==> config.mk <==
export PLATFORM = sky130hd
export DESIGN_NAME = tps_cut
export DESIGN_NICKNAME = d
export VERILOG_FILES = /design/src/rtl/tps_pkg.sv /design/src/rtl/tps_cut.sv
export SDC_FILE = /design/constraint.sdc
export NUM_CORES = 2
export LEC_CHECK = 0
export BUFFER_PORTS_ARGS = -buffer_cell sky130_fd_sc_hd__buf_2
export CORE_AREA = 2 2 350 266
export DETAILED_ROUTE_END_ITERATION = 10
export DIE_AREA = 0 0 352 268
export GPL_TIMING_DRIVEN = 1
export PLACE_DENSITY_LB_ADDON = 0.15
export SETUP_SLACK_MARGIN = 0.4
export SYNTH_ARGS = -nofsm -noshare
export SYNTH_HDL_FRONTEND = slang
export SYNTH_SLANG_ARGS = --single-unit
==> constraint.sdc <==
create_clock -name clk -period 28.9 [get_ports clk]
set_input_delay 2.89 -clock clk [delete_from_list [all_inputs] [get_ports clk]]
set_output_delay 2.89 -clock clk [all_outputs]
set_load 0.02 [all_outputs]
==> src/rtl/tps_pkg.sv <==
// Shared types, constants and helpers for the triangle plane slicer.
`timescale 1ns / 1ps
package tps_pkg;

	localparam int MAX_PLANES_DEF   = 1024;
	localparam int MAX_SEGMENTS_DEF = 64;

	localparam int MAG_W   = 33;
	localparam int PROD_W  = 2 * MAG_W;
	localparam int IDX_W   = 10;

	// Configuration register indexes.
	localparam logic [1:0] REG_FIRST_PLANE_Z = 2'd0;
	localparam logic [1:0] REG_PLANE_PITCH   = 2'd1;
	localparam logic [1:0] REG_PLANE_COUNT   = 2'd2;

	// Coordinate selects.
	localparam logic [1:0] AX_X = 2'd0;
	localparam logic [1:0] AX_Y = 2'd1;
	localparam logic [1:0] AX_Z = 2'd2;

	typedef struct packed {
		logic signed [31:0] a_x;
		logic signed [31:0] a_y;
		logic signed [31:0] a_z;
		logic signed [31:0] b_x;
		logic signed [31:0] b_y;
		logic signed [31:0] b_z;
		logic signed [31:0] c_x;
		logic signed [31:0] c_y;
		logic signed [31:0] c_z;
	} tri_t;

	typedef struct packed {
		logic [9:0]         plane_index;
		logic signed [31:0] start_x;
		logic signed [31:0] start_y;
		logic signed [31:0] start_z;
		logic signed [31:0] end_x;
		logic signed [31:0] end_y;
		logic signed [31:0] end_z;
		logic               last;
		logic               truncated;
	} seg_t;

	// One cut request: p + (q - p) * num / den, rounded to nearest.
	typedef struct packed {
		logic signed [31:0] p;
		logic signed [31:0] q;
		logic [MAG_W-1:0]   num;
		logic [MAG_W-1:0]   den;
	} cut_req_t;

	function automatic logic signed [31:0] get_coord(tri_t t, logic [1:0] vtx,
			logic [1:0] ax);
		logic signed [31:0] r;
		r = t.a_x;
		unique case ({vtx, ax})
			{2'd0, AX_X}: r = t.a_x;
			{2'd0, AX_Y}: r = t.a_y;
			{2'd0, AX_Z}: r = t.a_z;
			{2'd1, AX_X}: r = t.b_x;
			{2'd1, AX_Y}: r = t.b_y;
			{2'd1, AX_Z}: r = t.b_z;
			{2'd2, AX_X}: r = t.c_x;
			{2'd2, AX_Y}: r = t.c_y;
			{2'd2, AX_Z}: r = t.c_z;
			default:      r = t.a_x;
		endcase
		return r;
	endfunction

	function automatic logic [1:0] next_vtx(logic [1:0] vtx);
		logic [1:0] r;
		unique case (vtx)
			2'd0:    r = 2'd1;
			2'd1:    r = 2'd2;
			default: r = 2'd0;
		endcase
		return r;
	endfunction

endpackage

==> src/rtl/tps_cut.sv <==
// Shared cut unit: multiply, bit-serial restoring divide and rounding.
`timescale 1ns / 1ps
module tps_cut import tps_pkg::*; (
	input  logic               clk,
	input  logic               arst_n,
	input  logic               start,
	input  cut_req_t           req,
	output logic               done,
	output logic signed [31:0] res
);

	typedef enum logic [1:0] {C_IDLE, C_MUL, C_DIV, C_RND} cstate_t;

	cstate_t            state_q;
	cut_req_t           req_q;
	logic               neg_q;
	logic [PROD_W-1:0]  prod_q;
	logic [MAG_W-1:0]   rem_q;
	logic [MAG_W-1:0]   quo_q;
	logic [6:0]         cnt_q;
	logic               done_q;
	logic signed [31:0] res_q;

	logic signed [32:0] delta;
	logic [MAG_W-1:0]   mag;
	logic [MAG_W:0]     rem_sh;
	logic               ge;
	logic [MAG_W:0]     off;
	logic signed [34:0] sum;

	always_comb begin
		delta  = 33'(req_q.q) - 33'(req_q.p);
		mag    = delta[32] ? MAG_W'(-delta) : MAG_W'(delta);
		rem_sh = {rem_q, prod_q[PROD_W-1]};
		ge     = rem_sh >= {1'b0, req_q.den};
		// Round half away from zero: bump when twice the remainder reaches den.
		off    = {1'b0, quo_q} + (MAG_W+1)'({rem_q, 1'b0} >= {1'b0, req_q.den});
		sum    = neg_q ? 35'(req_q.p) - 35'(off) : 35'(req_q.p) + 35'(off);
	end

	always_ff @(posedge clk or negedge arst_n) begin
		if (!arst_n) begin
			state_q <= C_IDLE;
			done_q  <= 1'b0;
			cnt_q   <= '0;
		end else begin
			done_q <= 1'b0;
			unique case (state_q)
				C_IDLE: begin
					if (start) begin
						req_q   <= req;
						state_q <= C_MUL;
					end
				end
				C_MUL: begin
					neg_q   <= delta[32];
					prod_q  <= PROD_W'(mag) * PROD_W'(req_q.num);
					rem_q   <= '0;
					quo_q   <= '0;
					cnt_q   <= 7'(PROD_W);
					state_q <= C_DIV;
				end
				C_DIV: begin
					rem_q  <= ge ? MAG_W'(rem_sh - {1'b0, req_q.den}) : rem_sh[MAG_W-1:0];
					quo_q  <= {quo_q[MAG_W-2:0], ge};
					prod_q <= {prod_q[PROD_W-2:0], 1'b0};
					cnt_q  <= cnt_q - 7'd1;
					if (cnt_q == 7'd1) begin
						state_q <= C_RND;
					end
				end
				C_RND: begin
					res_q   <= sum[31:0];
					done_q  <= 1'b1;
					state_q <= C_IDLE;
				end
				default: state_q <= C_IDLE;
			endcase
		end
	end

	assign done = done_q;
	assign res  = res_q;

endmodule

* Yosys cells after proc, flatten, opt, wreduce, memory -nomap -nowiden
Cells that the tools add are included.
Storage, ports and cells: flip-flop bits (word level) 304, input bits 133, output and inout port bits 33, word-level logic and storage cells 46
Operators by class: $add $sub $neg 7, multipliers 1, magnitude comparators 2, eq/ne operators 6, mux-type cells 11, reduce and logical (&&, ||, !) cells 7
Operator list (number):
- $pmux 66 s2 | 1
- $ge 34x33->1 | 2
- $mul 33x33->66 | 1
- $mux 33 | 2
- $pmux 33 s2 | 1
- $pmux 32 s2 | 1
- $neg 33->33 | 1
- $sub 32x32->33 | 1
- $sub 33x33->33 | 1
- $add 32x1->32 | 1
- $add 32x32->32 | 1
- $mux 32 | 1
- $sub 32x32->32 | 1
- $pmux 7 s2 | 1
- $pmux 2 s4 | 1
- $reduce_and 2->1 | 4
- $eq 7x1->1 const B | 1
- $sub 7x1->7 const B | 1
- $eq 2x2->1 const B | 2
- $mux 2 | 2
- $ne 2x2->1 const B | 2
- $reduce_and 3->1 | 1
- $eq 2x1->1 const B | 1
- $logic_not 2->1 | 1
- 2 further kinds | 2

* Longest topological paths before layout
word-level depth 5, depth in mapped cells 45, mapped depth without buffers 42

* Worst setup path after synthesis
Ideal clock, no wire load.
path kind register to register, start register req_q[98] in the netlist's numbering, end register prod_q[62], data pin, setup time 265 ps, arrival time 10248 ps, setup slack 18387 ps, stages on the path, launching flop included 41, path buffers 2, clock period less this slack 10513 ps, cells stage by stage edfxtp_1 -> ha_1 -> fa_1 -> nor2b_1 -> o21a_1 -> o21a_1 -> o22ai_1 -> or3_1 -> nor4_2 -> nand4bb_1 -> nor4_2 -> a41oi_1 -> xor2_1 -> buf_2 -> nand2_1 -> fa_1 -> inv_1 -> fa_1 -> [... 5 more ...] -> fa_1 -> fa_1 -> inv_1 -> fa_1 -> inv_1 -> ha_1 -> clkbuf_1 -> a21o_1 -> a31oi_1 -> a21oi_1 -> a2111o_1 -> a31oi_1 -> nand2b_1 -> nor4b_1 -> o31ai_1 -> a21oi_1 -> o311a_1 -> or3_1
Between the ends: longest elaborated chain between the ends 5
RTL lines:
- from (decl) | line tps_cut.sv:15 | cut_req_t req_q;
- from (signal assigned) | line tps_cut.sv:51 | req_q <= req;
- $sub 32x32->33 * | line tps_cut.sv:32 | delta = 33'(req_q.q) - 33'(req_q.p);
- $neg 33->33 | line tps_cut.sv:33 | mag = delta[32] ? MAG_W'(-delta) : MAG_W'(delta);
- $mux 33 * | line tps_cut.sv:33
- $mul 33x33->66 * | line tps_cut.sv:57 | prod_q <= PROD_W'(mag) * PROD_W'(req_q.num);
- $pmux 66 s2 * | line tps_cut.sv:48 | unique case (state_q)
- to (signal assigned) | line tps_cut.sv:57
- to (signal assigned) | line tps_cut.sv:66 | prod_q <= {prod_q[PROD_W-2:0], 1'b0};
- to (decl) | line tps_cut.sv:17 | logic [PROD_W-1:0] prod_q;
Mark *: on every way between the ends. The rest lies on a longest branch, timed or not. A chain may end at the register's enable or synchronous reset.

* Worst setup path in the final report
start register req_q[111] in the netlist's numbering, end register prod_q[62], data pin
Same word-level chain as after synthesis.

==> run summary <==
LOGIC SYNTHESIS
-------------------------------------------------------------------------------------------
Combinational family with the most area after synthesis                         adder cells
Post-synthesis instance area                                                      54100 µm²
Post-Synth Simple-Gate Area                                                           0.166
Distinct cells, synth                                                                    90
Syn nets                                                                               7232
Leading area contributor after synthesis                                       sky130_fd_sc_hd__fa_1
Yosys Warn Count                                                                          0
Adder-Cell Fraction of Synth Area                                                     0.442
Share of flip-flops with an asynchronous set or reset                                0.0329
Cell count after synthesis                                                             5766
Register bit total from synthesis                                                       304
Mean Syn Cell Area                                                                 9.38 µm²
Complex-gate fraction of the synthesized area                                        0.0782
Part of the Yosys area used for sequential elements                                   0.168
Mux share of post-synthesis cell area                                               0.00685
Xor/xnor cell area share of the yosys netlist                                        0.0397
Most used flip-flop cell after synthesis                                       sky130_fd_sc_hd__edfxtp_1
Top cell type's share of synthesized area                                             0.356
Synth area leaders                                                             sky130_fd_sc_hd__fa_1 (36%), sky130_fd_sc_hd__edfxtp_1 (16%), sky130_fd_sc_hd__ha_1 (8.6%)
Number of enable flip-flop cells after synthesis                                        294

CLOCKING
-------------------------------------------------------------------------------------------
Depth of the CTS H-tree                                                                   2
CTS resizes                                                                               0
Maximum clock insertion buffer count                                                      3
Clock latency on the worst-skew pair                                                 620 ps
Number of buffers created by CTS                                                         38
Cell at the root of the clock tree                                             sky130_fd_sc_hd__clkbuf_16
Post-CTS Hold Fix Bufs                                                                    0
Clock-pin slew of the registers on the worst-case setup and hold paths                60 ps
Buffers inserted during post-CTS setup optimization                                       0
CTS tree                                                                                yes
Total clock sinks                                                                       304

SETUP PATH
-------------------------------------------------------------------------------------------
Launching element type of the critical path                                       flip-flop
Critical path fanouts, max                                                               21
Cell seen most often among critical-path stages                                sky130_fd_sc_hd__fa_1
Worst reg-to-reg path cell count                                                         39
WP data arrival                                                                    12720 ps
Crit-path max cell delay                                                             690 ps
Max stage delay cell, worst path                                               sky130_fd_sc_hd__xnor2_2
Kind of critical path                                                          flip-flop to flip-flop
Crit path capture type                                                            flip-flop
Required time at the endpoint of the critical path                                 29230 ps

TIMING
-------------------------------------------------------------------------------------------
Final hold vios                                                                           0
Min Tclk post-route                                                                12390 ps
Post-Route Skew                                                                     41.7 ps
Unrepaired setup endpoints after global routing                                       false
Rel. slew slack                                                                       0.267
Setup TNS                                                                              0 ps
Tightest hold margin                                                                 534 ps
Max Freq                                                                           80.7 MHz
Max-slew violations                                                                       0
Share of the clock period used by the worst path                                      0.429
Final Setup Violations                                                                    0
Worst Tran Pin Value                                                                1100 ps

GLOBAL ROUTING
-------------------------------------------------------------------------------------------
Fraction of met1 tracks used by global routing                                        0.445
Met2 Use GR                                                                           0.488
Via count of the first global-routing pass                                            41.4k
Combined global-route utilization of all metal layers                                 0.318
Initial antenna violation count                                                           8
Maximum number of pins on one net before global-route repair                             99
Overflow left after global routing                                                        0
Met3 Usage GRT                                                                       0.0745
Grt peak-use layer                                                                     met2
Wire length of the first global-routing pass                                      232000 µm

DIE
-------------------------------------------------------------------------------------------
Initial core utilization                                                              0.597
Core area                                                                         90700 µm²
Full die area                                                                     94300 µm²
Placement Rows                                                                           96
Boundary Pins                                                                           166
Die Wd                                                                               352 µm
Vertical die dimension                                                               268 µm

ROUTE
-------------------------------------------------------------------------------------------
Residual antenna-violating net count after detailed routing                               0
Number of design-rule violations left by the first detailed-router iteration           3203
Wire length per cell                                                                20.7 µm
Count of vias placed by the detailed router                                           39.9k
Final routed DRC violation total                                                          0
First-pass DRT Iterations                                                                 5
Detailed-route vias per instance                                                       5.70
Post-Route WL                                                                     145000 µm

FINISH
-------------------------------------------------------------------------------------------
Synth-to-Final Area Change                                                            6.09%
Area used by multi-input combinational logic                                      39900 µm²
Final Instance Count excl. Fillers                                                     7006
Register Area                                                                      9080 µm²
Filler Cell Count                                                                      7671
Ratio of cells with drive above 1 in the final layout                                0.0656
Final layout net count                                                                 7218
Post-route cell area                                                              57400 µm²

OUTCOME
-------------------------------------------------------------------------------------------
Status                                                                         complete, no violations

HOLD PATH
-------------------------------------------------------------------------------------------
Hold path cells                                                                           2
Hold WC Path Type                                                              flip-flop to flip-flop

PLACE
-------------------------------------------------------------------------------------------
Placed instance area                                                              56100 µm²
Placed cell count                                                                      6937
Routability cong.                                                                     0.923
Port Buf Inserts                                                                        165
Detailed-placement wirelength estimate                                            107000 µm

FLOW RUN
-------------------------------------------------------------------------------------------
Number of maximum-capacitance violations                                                  0

-- final timing paths --
check                                       end  slack, ps            startpoint
max                        prod_q[62]$_DFFE_PP_      16510  req_q[111]$_DFFE_PP_
min                        prod_q[49]$_DFFE_PP_        530  prod_q[48]$_DFFE_PP_
max reg2reg                prod_q[62]$_DFFE_PP_      16510  req_q[111]$_DFFE_PP_
min reg2reg                prod_q[49]$_DFFE_PP_        530  prod_q[48]$_DFFE_PP_
max in group asynchronous  cnt_q[4]$_DFFE_PN0N_      26430                arst_n
min in group asynchronous  cnt_q[1]$_DFFE_PN0N_       2190                arst_n
-- layout make-up --
type                    instances  area share
diodes                          2   0.0000872
clock buffers                  50      0.0177
clock inverters                17     0.00438
inverters                    1123      0.0734
multi-input cells            4042       0.695
flip-flops and latches        304       0.158
well taps                    1225      0.0267
repair buffers                243      0.0246
-- flip-flops by register name, summed over array words and instances (netlist names) --
| signal | count |
|---|---|
| res | 32 |
| req_q | 130 |
| neg_q | 1 |
| quo_q | 32 |
| state_q | 2 |
| rem_q | 33 |
| prod_q | 66 |
| done | 1 |
| cnt_q | 7 |
-- stage by stage --
step,worst slack [ps],util
6_report,16510,0.633
5_1_grt,16010,0.633
4_1_cts,16800,0.633
3_5_place_dp,16860,0.619
3_3_place_gp,16960,0.619
2_1_floorplan,18390,-
-- worst max-delay path, delay by kind of cell (launching register included) --
| family | cells | cell delay [ps] |
|---|---|---|
| fa+ha+maj | 10 | 4880 |
| compound gates | 12 | 2550 |
| simple gates | 7 | 2240 |
| buf+inv | 9 | 1410 |
| xor+xnor | 1 | 690 |
| flops | 1 | 360 |
-- cells in the mapped netlist, types with 10 or more instances --
cell / n
sky130_fd_sc_hd__and3_1: 35
sky130_fd_sc_hd__and2_1: 556
sky130_fd_sc_hd__nor2_1: 127
sky130_fd_sc_hd__nor3_1: 54
sky130_fd_sc_hd__nor4_1: 12
sky130_fd_sc_hd__o31ai_1: 13
sky130_fd_sc_hd__nor2b_1: 72
sky130_fd_sc_hd__nand2_1: 727
sky130_fd_sc_hd__a21o_1: 98
sky130_fd_sc_hd__a31oi_1: 36
sky130_fd_sc_hd__inv_1: 1122
sky130_fd_sc_hd__ha_1: 372
sky130_fd_sc_hd__fa_1: 961
sky130_fd_sc_hd__nand4_1: 31
sky130_fd_sc_hd__nand2b_1: 29
sky130_fd_sc_hd__a21oi_1: 171
sky130_fd_sc_hd__a21boi_0: 10
sky130_fd_sc_hd__a211oi_1: 13
sky130_fd_sc_hd__clkbuf_1: 257
sky130_fd_sc_hd__o21a_1: 21
sky130_fd_sc_hd__xor2_1: 85
sky130_fd_sc_hd__buf_2: 31
sky130_fd_sc_hd__edfxtp_1: 294
sky130_fd_sc_hd__mux2i_1: 28
sky130_fd_sc_hd__dfrtp_1: 10
sky130_fd_sc_hd__o21bai_1: 26
sky130_fd_sc_hd__nand3_1: 60
sky130_fd_sc_hd__o21ai_0: 155
sky130_fd_sc_hd__xnor2_1: 151
sky130_fd_sc_hd__or3_1: 19
-- cell families after synthesis --
kind of cell,Yosys count
AOI/OAI and AO/OA,655
xor gates and xnor gates,241
adders and majority gates,1333
buffers and inverters,1420
DFF,304
muxes,36
and+or+nand+nor,1777
-- cell usage in the layout (no fill, tap or decap), types with 10 or more instances in the layout --
cell and count:
sky130_fd_sc_hd__nand2_1 727, sky130_fd_sc_hd__a31oi_1 36, sky130_fd_sc_hd__a21boi_0 10, sky130_fd_sc_hd__o31ai_1 13
sky130_fd_sc_hd__mux2i_1 28, sky130_fd_sc_hd__nor2_1 127, sky130_fd_sc_hd__a21oi_1 171, sky130_fd_sc_hd__clkbuf_1 10
sky130_fd_sc_hd__a211oi_1 13, sky130_fd_sc_hd__edfxtp_1 294, sky130_fd_sc_hd__buf_4 78, sky130_fd_sc_hd__or3_1 19
sky130_fd_sc_hd__a21o_1 98, sky130_fd_sc_hd__nand3_1 60, sky130_fd_sc_hd__buf_2 165, sky130_fd_sc_hd__fa_1 961
sky130_fd_sc_hd__nor2b_1 72, sky130_fd_sc_hd__nor3_1 54, sky130_fd_sc_hd__nand4_1 31, sky130_fd_sc_hd__nand2b_1 29
sky130_fd_sc_hd__and2_1 555, sky130_fd_sc_hd__ha_1 371, sky130_fd_sc_hd__xnor2_1 138, sky130_fd_sc_hd__o21ai_0 155
sky130_fd_sc_hd__xnor2_2 17, sky130_fd_sc_hd__xor2_2 12, sky130_fd_sc_hd__and3_1 34, sky130_fd_sc_hd__o21bai_1 26
sky130_fd_sc_hd__xor2_1 72, sky130_fd_sc_hd__o21a_1 21, sky130_fd_sc_hd__dfrtp_1 10, sky130_fd_sc_hd__nor4_1 12
sky130_fd_sc_hd__clkbuf_16 38, sky130_fd_sc_hd__inv_1 1122
-- per-layer routing --
| metal | wire (µm) | vias up |
|---|---|---|
| met5 | 0 | - |
| met4 | 5500 | 0 |
| met3 | 14200 | 290 |
| met2 | 63900 | 1763 |
| met1 | 61500 | 20000 |
| li1 | - | 17900 |
Power is not shown: default switching activity piles up to over one toggle a cycle in this logic, so the estimate is an artifact.
